**config.mk**
```make
export PLATFORM = sky130hd
export DESIGN_NAME = ring_buffer_wrap_flag
export DESIGN_NICKNAME = d
export VERILOG_FILES = /design/src/rtl/core/rbwf_pkg.sv /design/src/rtl/core/rbwf_ctrl.sv /design/src/rtl/core/rbwf_dp.sv /design/src/rtl/core/ring_buffer_wrap_flag.sv
export SDC_FILE = /design/constraint.sdc
export NUM_CORES = 1
export LEC_CHECK = 0
export CORE_ASPECT_RATIO = 1.5
export CORE_UTILIZATION = 35
export DETAILED_ROUTE_END_ITERATION = 10
export DONT_BUFFER_PORTS = 1
export MAX_ROUTING_LAYER = met4
export PLACE_DENSITY_LB_ADDON = 0.2
export SYNTH_ARGS = -nofsm -noshare
export SYNTH_HDL_FRONTEND = slang
export SYNTH_SLANG_ARGS = --single-unit
```
**constraint.sdc**
```tcl
create_clock -name clock -period 7.2 [get_ports clock]
set_clock_uncertainty 0.2 [all_clocks]
set_input_delay 1.44 -clock clock [delete_from_list [all_inputs] [get_ports clock]]
set_output_delay 1.44 -clock clock [all_outputs]
set_load 0.01 [all_outputs]
```
**src/rtl/core/rbwf_pkg.sv**
```systemverilog
`timescale 1ns / 1ps
`default_nettype none
// ----------------------------------------------------------------------------
// rbwf_pkg
// Shared types and constants for the wrap-flag byte ring buffer.
// ----------------------------------------------------------------------------
package rbwf_pkg;

   // Default buffer depth and the per-request byte limit
   localparam int BUFFER_DEPTH_DEF = 8;
   localparam logic [2:0] MAX_PER_READ = 3'd7;

   typedef enum logic {
      ACTION_WRITE = 1'b0,
      ACTION_READ  = 1'b1
   } action_type;

   typedef enum logic [1:0] {
      STATUS_OK        = 2'd0,
      STATUS_OVF_WRITE = 2'd1,
      STATUS_OVF_READ  = 2'd2,
      STATUS_EMPTY     = 2'd3
   } status_type;

   typedef struct packed {
      action_type action;
      logic [7:0] data_byte_in;
      logic       burst_end;
      logic [7:0] read_count;
   } req_type;

   typedef struct packed {
      logic [7:0] data_byte_out;
      logic       byte_valid;
      status_type status;
      logic [2:0] delivered_total;
      logic       last;
   } rsp_type;

   typedef enum logic [1:0] {
      ST_IDLE,
      ST_SINGLE,
      ST_FETCH,
      ST_EMIT
   } state_type;

   // Controller to datapath commands
   typedef struct packed {
      logic take;
      logic push_single;
      logic push_byte;
   } ctrl_cmd_type;

   // Datapath to controller status
   typedef struct packed {
      logic multi;
      logic last_byte;
      logic out_free;
   } dp_status_type;

endpackage
`default_nettype wire

```
**src/rtl/core/rbwf_ctrl.sv**
```systemverilog
`timescale 1ns / 1ps
`default_nettype none
// ----------------------------------------------------------------------------
// rbwf_ctrl
// Sequencer: accepts one transaction at a time and steps the datapath
// through its single result or its byte-by-byte read.
// ----------------------------------------------------------------------------
module rbwf_ctrl
   import rbwf_pkg::*;
(
   input  wire logic          clock,
   input  wire logic          reset,
   input  wire logic          req_valid,
   output logic               req_stall,
   input  dp_status_type      status,
   output ctrl_cmd_type       cmd
);

   state_type state_ff;
   state_type state_in;

   // State register
   always_ff @(posedge clock) begin
      if (reset) begin
         state_ff <= ST_IDLE;
      end else begin
         state_ff <= state_in;
      end
   end

   // Next state and commands
   always_comb begin
      state_in = state_ff;
      cmd      = '0;
      case (state_ff)
         ST_IDLE: begin
            if (req_valid) begin
               cmd.take = 1'b1;
               state_in = status.multi ? ST_FETCH : ST_SINGLE;
            end
         end
         ST_SINGLE: begin
            if (status.out_free) begin
               cmd.push_single = 1'b1;
               state_in        = ST_IDLE;
            end
         end
         // wait for the registered store read
         ST_FETCH: begin
            state_in = ST_EMIT;
         end
         ST_EMIT: begin
            if (status.out_free) begin
               cmd.push_byte = 1'b1;
               state_in      = status.last_byte ? ST_IDLE : ST_FETCH;
            end
         end
         default: begin
            state_in = ST_IDLE;
         end
      endcase
   end

   assign req_stall = (state_ff != ST_IDLE);

endmodule
`default_nettype wire

```
**src/rtl/core/rbwf_dp.sv**
```systemverilog
`timescale 1ns / 1ps
`default_nettype none
// ----------------------------------------------------------------------------
// rbwf_dp
// Datapath: byte store, pointers, wrap flag, burst tracking and the
// output register.
// ----------------------------------------------------------------------------
module rbwf_dp
   import rbwf_pkg::*;
#(
   parameter int BUFFER_DEPTH = BUFFER_DEPTH_DEF
)(
   input  wire logic          clock,
   input  wire logic          reset,
   input  req_type            req_payload,
   output logic               rsp_valid,
   input  wire logic          rsp_stall,
   output rsp_type            rsp_payload,
   input  ctrl_cmd_type       cmd,
   output dp_status_type      status
);

   localparam int PTR_W = (BUFFER_DEPTH > 1) ? $clog2(BUFFER_DEPTH) : 1;
   localparam int AV_W  = (PTR_W + 1 > 3) ? PTR_W + 1 : 3;
   localparam logic [PTR_W-1:0] PTR_LAST = PTR_W'(BUFFER_DEPTH - 1);
   localparam logic [PTR_W:0]   DEPTH_X  = (PTR_W + 1)'(BUFFER_DEPTH);

   logic [7:0]       mem [BUFFER_DEPTH];
   logic [7:0]       rd_data_ff;

   logic [PTR_W-1:0] write_ptr_ff, write_ptr_in;
   logic [PTR_W-1:0] read_ptr_ff, read_ptr_in;
   logic [PTR_W-1:0] burst_start_ff, burst_start_in;
   logic             in_burst_ff, in_burst_in;
   logic             wrap_flag_ff, wrap_flag_in;
   status_type       single_status_ff, single_status_in;
   logic [2:0]       n_ff, n_in;
   logic [2:0]       cnt_ff, cnt_in;
   logic             rsp_valid_ff, rsp_valid_in;
   rsp_type          rsp_ff, rsp_in;

   logic [PTR_W-1:0] wp_next;
   logic [PTR_W-1:0] rp_next;
   logic [PTR_W-1:0] start_ptr;
   logic [PTR_W:0]   avail;
   logic [AV_W-1:0]  avail_x;
   logic [2:0]       avail7;
   logic [2:0]       req7;
   logic [2:0]       n_calc;
   logic             is_write;
   logic             ovf_read;
   logic [2:0]       cnt_inc;

   // Pointer steps and occupancy
   always_comb begin
      wp_next   = (write_ptr_ff == PTR_LAST) ? '0 : write_ptr_ff + 1'b1;
      rp_next   = (read_ptr_ff == PTR_LAST) ? '0 : read_ptr_ff + 1'b1;
      start_ptr = in_burst_ff ? burst_start_ff : write_ptr_ff;
      if (write_ptr_ff >= read_ptr_ff) begin
         avail = {1'b0, write_ptr_ff} - {1'b0, read_ptr_ff};
      end else begin
         avail = {1'b0, write_ptr_ff} + DEPTH_X - {1'b0, read_ptr_ff};
      end
      avail_x  = AV_W'(avail);
      avail7   = (avail_x > AV_W'(MAX_PER_READ)) ? MAX_PER_READ : avail_x[2:0];
      req7     = (req_payload.read_count > 8'(MAX_PER_READ)) ?
                 MAX_PER_READ : req_payload.read_count[2:0];
      n_calc   = (req7 < avail7) ? req7 : avail7;
      is_write = (req_payload.action == ACTION_WRITE);
      ovf_read = wrap_flag_ff && (write_ptr_ff > read_ptr_ff);
      cnt_inc  = cnt_ff + 3'd1;
   end

   // Status towards the sequencer
   always_comb begin
      status.multi     = !is_write && !ovf_read && (avail != '0) && (n_calc != 3'd0);
      status.last_byte = (cnt_inc == n_ff);
      status.out_free  = !rsp_valid_ff || !rsp_stall;
   end

   // Next-state logic for pointers, flags and the output register
   always_comb begin
      write_ptr_in     = write_ptr_ff;
      read_ptr_in      = read_ptr_ff;
      burst_start_in   = burst_start_ff;
      in_burst_in      = in_burst_ff;
      wrap_flag_in     = wrap_flag_ff;
      single_status_in = single_status_ff;
      n_in             = n_ff;
      cnt_in           = cnt_ff;
      rsp_valid_in     = rsp_valid_ff && rsp_stall;
      rsp_in           = rsp_ff;

      if (cmd.take) begin
         if (is_write) begin
            // store, advance, and check the burst for a wrap on its last byte
            write_ptr_in     = wp_next;
            burst_start_in   = start_ptr;
            in_burst_in      = 1'b1;
            single_status_in = STATUS_OK;
            if (req_payload.burst_end) begin
               in_burst_in = 1'b0;
               if (wp_next < start_ptr) begin
                  if (wrap_flag_ff) begin
                     single_status_in = STATUS_OVF_WRITE;
                  end
                  wrap_flag_in = 1'b1;
               end
            end
         end else if (ovf_read) begin
            single_status_in = STATUS_OVF_READ;
         end else if (avail == '0) begin
            single_status_in = STATUS_EMPTY;
         end else begin
            single_status_in = STATUS_OK;
            n_in             = n_calc;
            cnt_in           = 3'd0;
         end
      end

      // present a one-result transaction
      if (cmd.push_single) begin
         rsp_valid_in           = 1'b1;
         rsp_in.data_byte_out   = 8'd0;
         rsp_in.byte_valid      = 1'b0;
         rsp_in.status          = single_status_ff;
         rsp_in.delivered_total = 3'd0;
         rsp_in.last            = 1'b1;
      end

      // present one byte and advance the read side
      if (cmd.push_byte) begin
         rsp_valid_in           = 1'b1;
         rsp_in.data_byte_out   = rd_data_ff;
         rsp_in.byte_valid      = 1'b1;
         rsp_in.status          = STATUS_OK;
         rsp_in.delivered_total = n_ff;
         rsp_in.last            = (cnt_inc == n_ff);
         read_ptr_in            = rp_next;
         cnt_in                 = cnt_inc;
         if (read_ptr_ff == PTR_LAST) begin
            wrap_flag_in = 1'b0;
         end
      end
   end

   // Control registers
   always_ff @(posedge clock) begin
      if (reset) begin
         write_ptr_ff   <= '0;
         read_ptr_ff    <= '0;
         burst_start_ff <= '0;
         in_burst_ff    <= 1'b0;
         wrap_flag_ff   <= 1'b0;
         rsp_valid_ff   <= 1'b0;
      end else begin
         write_ptr_ff   <= write_ptr_in;
         read_ptr_ff    <= read_ptr_in;
         burst_start_ff <= burst_start_in;
         in_burst_ff    <= in_burst_in;
         wrap_flag_ff   <= wrap_flag_in;
         rsp_valid_ff   <= rsp_valid_in;
      end
   end

   // Payload registers
   always_ff @(posedge clock) begin
      single_status_ff <= single_status_in;
      n_ff             <= n_in;
      cnt_ff           <= cnt_in;
      rsp_ff           <= rsp_in;
   end

   // Byte store: one write port, registered read at the read pointer
   always_ff @(posedge clock) begin
      if (cmd.take && is_write) begin
         mem[write_ptr_ff] <= req_payload.data_byte_in;
      end
      rd_data_ff <= mem[read_ptr_ff];
   end

   assign rsp_valid   = rsp_valid_ff;
   assign rsp_payload = rsp_ff;

endmodule
`default_nettype wire

```
**src/rtl/core/ring_buffer_wrap_flag.sv**
```systemverilog
`timescale 1ns / 1ps
`default_nettype none
// ----------------------------------------------------------------------------
// ring_buffer_wrap_flag
// Byte ring buffer with a wrap flag in place of a byte count.
// ----------------------------------------------------------------------------
// One transaction is handled at a time. A write, or a read that reports
// overflow, empty or zero bytes, is accepted and then has its single
// result loaded into the output register once that register is free. A
// read that delivers n bytes (n at most 7) fetches each byte from the
// byte store through its registered read port and then loads it into the
// output register once that register is free. The output register lets a result
// wait for the consumer while the next transaction is accepted once the
// current one has finished. The byte store needs no clearing after reset.
// ----------------------------------------------------------------------------
module ring_buffer_wrap_flag
   import rbwf_pkg::*;
#(
   parameter int BUFFER_DEPTH = BUFFER_DEPTH_DEF
)(
   input  wire logic          clock,
   input  wire logic          reset,
   input  wire logic          req_valid,
   output logic               req_stall,
   input  req_type            req_payload,
   output logic               rsp_valid,
   input  wire logic          rsp_stall,
   output rsp_type            rsp_payload
);

   ctrl_cmd_type  cmd;
   dp_status_type status;

   rbwf_ctrl u_ctrl (
      .clock     (clock),
      .reset     (reset),
      .req_valid (req_valid),
      .req_stall (req_stall),
      .status    (status),
      .cmd       (cmd)
   );

   rbwf_dp #(
      .BUFFER_DEPTH (BUFFER_DEPTH)
   ) u_dp (
      .clock       (clock),
      .reset       (reset),
      .req_payload (req_payload),
      .rsp_valid   (rsp_valid),
      .rsp_stall   (rsp_stall),
      .rsp_payload (rsp_payload),
      .cmd         (cmd),
      .status      (status)
   );

endmodule
`default_nettype wire
```
### Word level (Yosys, flattened, before mapping)

Memory sizes are Yosys's and may differ from the RTL's. A register that Yosys moved wholly into a read port is not among the register bits.
Index checks and enable logic that the tools add are counted.

* add/subtract/negate cells: 6
* $mul: 0
* div/mod/pow operators: 0
* order comparisons: 6
* equality and inequality tests: 11
* shift-type cells: 0
* multiplexer cells: 42
* bitwise gates (word level): 3
* reduce and logical (&&, ||, !) cells: 22

Operator list (count)
* 2-to-1 mux 3 bit: 11
* 2-to-1 mux 15 bit: 2
* 2-to-1 mux 2 bit: 10
* 2-to-1 mux 1 bit: 17
* != test 2 bit (second input constant): 5
* adder 3 x 1 -> 3 bit (second input constant): 3
* > comparator 8 x 3 -> 1 bit (second input constant): 1
* one-hot mux 2 bit (4 select lines): 1
* AND reduction 4 bit: 2
* nonzero test 2 bit: 4
* == test 3 bit (second input constant): 2
* logical AND 1 bit: 6
* < comparator 3 bit: 2
* adder 3 x 4 -> 4 bit (second input constant): 1
* == test 2 bit (second input constant): 2
* > comparator 4 x 3 -> 1 bit (second input constant): 1
* logical NOT 4 bit: 1
* 2-to-1 mux 4 bit: 1
* nonzero test 4 bit: 1
* subtractor 3 x 3 -> 4 bit: 1
* subtractor 4 x 3 -> 4 bit: 1
* == test 3 bit: 1
* >= comparator 3 bit: 1
* > comparator 3 bit: 1
* other kinds (8): 12

* bits in registers: 37
* bits in latches: 0
* RAM bits: 64
* bits in read-only memories: 0
* memories kept: 1

Memories
* u_dp.mem: words 8, width 8, rd ports 1, clocked after Yosys merged registers in 1, wr ports 1, RTL line rbwf_dp.sv:28 `logic [7:0] mem [BUFFER_DEPTH];`

### Logic depth before layout (Yosys ltp)

* depth in word-level cells: 12
* mapped depth: 16
* gate-level depth less buffers: 15

### By module

Synthesis repeated with hierarchy kept, for this count alone.

* cell total of the unflattened synthesis: 316
* area, all modules: 4561.9 um^2

Modules (own cells, without submodules)
* rbwf_dp: times used 1, cells each 302, area each 4446.8 um^2, seq. area each 2982.9 um^2
* rbwf_ctrl: times used 1, cells each 14, area each 115.1 um^2, seq. area each 40.0 um^2

### Least setup slack after synthesis

OpenSTA, ideal clock, no wires.

* path type: input port to flip-flop
* from: input req_payload[7] (netlist name)
* to: register u_ctrl.state_ff[1]
* setup time: 0.117 ns
* data arrival time: 3.262 ns
* setup slack: 3.621 ns
* stages on the path: 10
* path buffers: 0
* cell sequence: nor3_2 -> nand2_2 -> or2_2 -> ha_1 -> a21oi_1 -> nor2_1 -> nor4_2 -> a21bo_1 -> a22o_1 -> a32o_1

* longest elaborated chain between the ends: 9

Ends and longest elaborated chain
* start, declared: RTL line ring_buffer_wrap_flag.sv:25 `input req_type req_payload,`
* > comparator 8 x 3 -> 1 bit *: RTL line rbwf_dp.sv:66 `req7 = (req_payload.read_count > 8'(MAX_PER_READ)) ?`
* 2-to-1 mux 3 bit *: RTL line rbwf_dp.sv:66
* < comparator 3 bit: RTL line rbwf_dp.sv:68 `n_calc = (req7 < avail7) ? req7 : avail7;`
* 2-to-1 mux 3 bit *: RTL line rbwf_dp.sv:68
* nonzero test 3 bit *: RTL line rbwf_dp.sv:76 `status.multi = !is_write && !ovf_read && (avail != '0) && (n_calc != 3'd0);`
* logical AND 1 bit *: RTL line rbwf_dp.sv:76
* 2-to-1 mux 2 bit *: RTL line rbwf_ctrl.sv:39 `state_in = status.multi ? ST_FETCH : ST_SINGLE;`
* 2-to-1 mux 2 bit *: RTL line rbwf_ctrl.sv:37 `if (req_valid) begin`
* one-hot mux 2 bit (4 select lines) *: RTL line rbwf_ctrl.sv:35 `case (state_ff)`
* end signal, assigned: RTL line rbwf_ctrl.sv:27 `state_ff <= state_in;`
* end, declared: RTL line rbwf_ctrl.sv:19 `state_type state_ff;`

Mark *: on every way between the ends. The rest lies on a longest branch, timed or not. The select of a mux whose other input is x is not followed.
A chain may end at the register's enable or synchronous reset.

### Worst setup path after layout

* from: register u_dp.read_ptr_ff[1]
* to: register u_ctrl.state_ff[1]

* longest elaborated chain between the ends: 11
* elaborated cells between the ends (all ways): 19
* those cells by class: 2 x add/sub; 4 x order compare; 6 x mux; 7 x reduce/logical

Ends and longest elaborated chain
* start, declared: RTL line rbwf_dp.sv:32 `logic [PTR_W-1:0] read_ptr_ff, read_ptr_in;`
* start signal, assigned: RTL line rbwf_dp.sv:158 `read_ptr_ff <= read_ptr_in;`
* subtractor 4 x 3 -> 4 bit, or another cell as far along: RTL line rbwf_dp.sv:62 `avail = {1'b0, write_ptr_ff} + DEPTH_X - {1'b0, read_ptr_ff};`
* 2-to-1 mux 4 bit: RTL line rbwf_dp.sv:59 `if (write_ptr_ff >= read_ptr_ff) begin`
* > comparator 4 x 3 -> 1 bit: RTL line rbwf_dp.sv:65 `avail7 = (avail_x > AV_W'(MAX_PER_READ)) ? MAX_PER_READ : avail_x[2:0];`
* 2-to-1 mux 3 bit: RTL line rbwf_dp.sv:65
* < comparator 3 bit: RTL line rbwf_dp.sv:68
* 2-to-1 mux 3 bit: RTL line rbwf_dp.sv:68
* nonzero test 3 bit: RTL line rbwf_dp.sv:76
* logical AND 1 bit *: RTL line rbwf_dp.sv:76
* 2-to-1 mux 2 bit *: RTL line rbwf_ctrl.sv:39
* 2-to-1 mux 2 bit *: RTL line rbwf_ctrl.sv:37
* one-hot mux 2 bit (4 select lines) *: RTL line rbwf_ctrl.sv:35

Marked as above.

==> flow_metrics.env <==
export IMPL_crit_type="flop to flop"
export IMPL_rows=50
export IMPL_grt_max_degree=30
export IMPL_drive_gt1_frac=0.132
export IMPL_firstDrtPassIters=4
export IMPL_gp_congestion=0.783
export IMPL_wl_met1_um=3470
export IMPL_synth_most_common_cell="edfxtp_1"
export IMPL_grt_pass1_wl_um=13900
export IMPL_ys_seq_area_frac=0.669
export IMPL_synth_edff_count=84
export IMPL_slew_headroom=0.311
export IMPL_dp_slack_ns=3.31
export IMPL_synth_ff_type="edfxtp_1"
export IMPL_synth_seq_cells=109
export IMPL_drv_slew=0
export IMPL_cts_tree="yes"
export IMPL_nets=357
export IMPL_grt_usage=0.149
export IMPL_crit_chain="fa_1, fa_1, nand2_1, xnor2_2, nand2_1, inv_1, ha_1, a21oi_1, nor2_1, nor4_2, a21bo_1, a22o_1, a32o_1"
export IMPL_synth_top_cell_area_share=0.559
export IMPL_clk_pin_slew_worst_paths_ns=0.07
export IMPL_slowest_stage="dfxtp_1"
export IMPL_clockBufferDepth=2
export IMPL_htreeDepth=3
export IMPL_finalWirelength_um=8520
export IMPL_io_pins=39
export IMPL_grt_pass1_vias=2574
export IMPL_drt_iter0_markers=117
export IMPL_setup_ws_ns=3.32
export IMPL_ir_drop_v=0.0000990
export IMPL_port_buffers=0
export IMPL_area_growth_pct=9.86
export IMPL_cts_setup_buffers=0
export IMPL_wl_per_cell_um=17.7
export IMPL_ctsHoldBuffers=0
export IMPL_min_period_ns=3.88
export IMPL_outcome="completed"
export IMPL_yosys_top_cells_area="edfxtp_1 (56%), dfxtp_1 (11%), mux4_2 (8.0%)"
export IMPL_cts_root_buf="clkbuf_16"
export IMPL_wl_met3_um=274
export IMPL_worstHoldPathType="flop to flop"
export IMPL_clkSinkCount=109
export IMPL_synth_area_per_cell_um2=14.2
export IMPL_power_density_nw_per_um2=248
export IMPL_synth_cell_types=43
export IMPL_wl_met2_um=4600
export IMPL_die_height_um=141
export IMPL_num_vias=2457
export IMPL_cap_violations=0
export IMPL_start_util=0.361
export IMPL_setup_viol=0
export IMPL_synth_warnings=0
export IMPL_die_area_um2=13400
export IMPL_core_region_area_um2=12500
export IMPL_viasPerCell=5.11
export IMPL_diodes=0
export IMPL_slowest_delay_ns=1.00
export IMPL_p_leak_nw=1.77
export IMPL_cpLargestDelayFamily="flip-flops"
export IMPL_top_layer="met4"
export IMPL_worstPathArrival_ns=3.92
export IMPL_synth_top_cell_by_area="edfxtp_1"
export IMPL_finalHoldViolations=0
export IMPL_setup_tns_final_ns=0
export IMPL_synthCells=319
export IMPL_drtAntennaViolNets=0
export IMPL_dp_hpwl_um=5830
export IMPL_netlist_area_um2=4520
export IMPL_synth_common_cells="edfxtp_1 (84), nand2_1 (56), dfxtp_1 (25)"
export IMPL_dp_cells=465
export IMPL_die_x_um=94.7
export IMPL_antenna_found_initial=0
export IMPL_async_flop_share=0
export IMPL_cp_data_required_time_ns=7.24
export IMPL_worstSetupStartpointType="flop"
export IMPL_min_period_over_period=0.539
export IMPL_crit_fanout=20
export IMPL_numCtsBuffers=9
export IMPL_tightest_slew_ns=1.03
export IMPL_stdcell_count=481
export IMPL_critPathCaptureType="flop"
export IMPL_cts_resized=0
export IMPL_grt_overflow=0
export IMPL_path_buf_inv=1
export IMPL_drcViolationCount=0
export IMPL_clock_latency_ns=0.35
export IMPL_fmax_mhz=258
export IMPL_synth_net_count=356
export IMPL_rsz0062_at_grt="no"
## final timing paths
check,slack (ns),cells past startpoint,endpoint,startpoint
worst max-delay path,3.32,13,u_ctrl.state_ff[1],u_dp.read_ptr_ff[1]
worst min-delay path,0.28,2,u_dp.burst_start_ff[0],u_dp.burst_start_ff[0]
worst max register to register,3.32,13,u_ctrl.state_ff[1],u_dp.read_ptr_ff[1]
worst min register to register,0.28,2,u_dp.burst_start_ff[0],u_dp.burst_start_ff[0]
## cell type report
type / instances / area (µm²)
repair buffers: 1 / 7.51
inverters: 13 / 48.8
clock inverters: 7 / 56.3
multi-input cells: 186 / 1410
well taps: 156 / 195
fillers: 1203 / 7550
clock buffers: 9 / 225
flip-flops and latches: 109 / 3020
## per-layer routing
layer  global-route usage  vias up
met2                0.255       48
li1                     -     1180
met1                0.163     1213
met4               0.0718        0
met5                    -        -
met3               0.0275       16
## placed cells by master (no fill, tap or decap), types with 3 or more instances in the layout
cell type  count
mux4_2        16
clkbuf_16      9
nor3_2         3
nand3b_1       4
ha_1          13
inv_1         12
dfxtp_1       25
a31oi_1        3
nand2_1       56
and3_1        16
nor2_1        20
edfxtp_1      84
a211oi_1       4
a21oi_1       13
o21ai_0        5
## logic make-up after synthesis
kind of cell             share of synthesized area
AND/OR/NAND/NOR                              0.117
buffers and inverters                       0.0216
multiplexers                                0.0842
XOR/XNOR                                    0.0114
flip-flops                                   0.669
adder cells (fa/ha/maj)                     0.0449
AO/OA/AOI/OAI                               0.0510
## registers in the layout, indices dropped and copies added (netlist names)
name	count
u_dp.in_burst_ff	1
u_dp.single_status_ff	2
u_dp.n_ff	3
u_dp.rsp_payload	15
u_dp.mem	64
u_dp.wrap_flag_ff	1
u_dp.rsp_valid	1
u_dp.burst_start_ff	3
u_dp.rd_data_ff	8
u_dp.cnt_ff	3
u_dp.write_ptr_ff	3
u_dp.read_ptr_ff	3
u_ctrl.state_ff	2
## tightest hold or removal path, delay by kind of cell (launching register included)
kind,cells,cell delay [ns]
compound gates,2,0.12
flops,1,0.31
## stage by stage
step	power (W)	utilization	hold WS (ns)	cell area [µm²]
6_report	0.00123	0.397	0.277	4960
5_1_grt	0.00128	0.397	0.321	4960
4_1_cts	0.00125	0.397	0.280	4960
3_5_place_dp	0.000772	0.374	0.266	4680
3_3_place_gp	0.000771	0.374	0.258	4680
2_1_floorplan	0.000759	-	0.251	4520
## power by group
group	internal, W	switching [W]	total, W
logic	0.0000178	0.0000307	0.0000485
clock network	0.000240	0.000233	0.000473
registers	0.000695	0.0000124	0.000708
total	0.000953	0.000276	0.00123
Power figures use the tool's default switching activity.
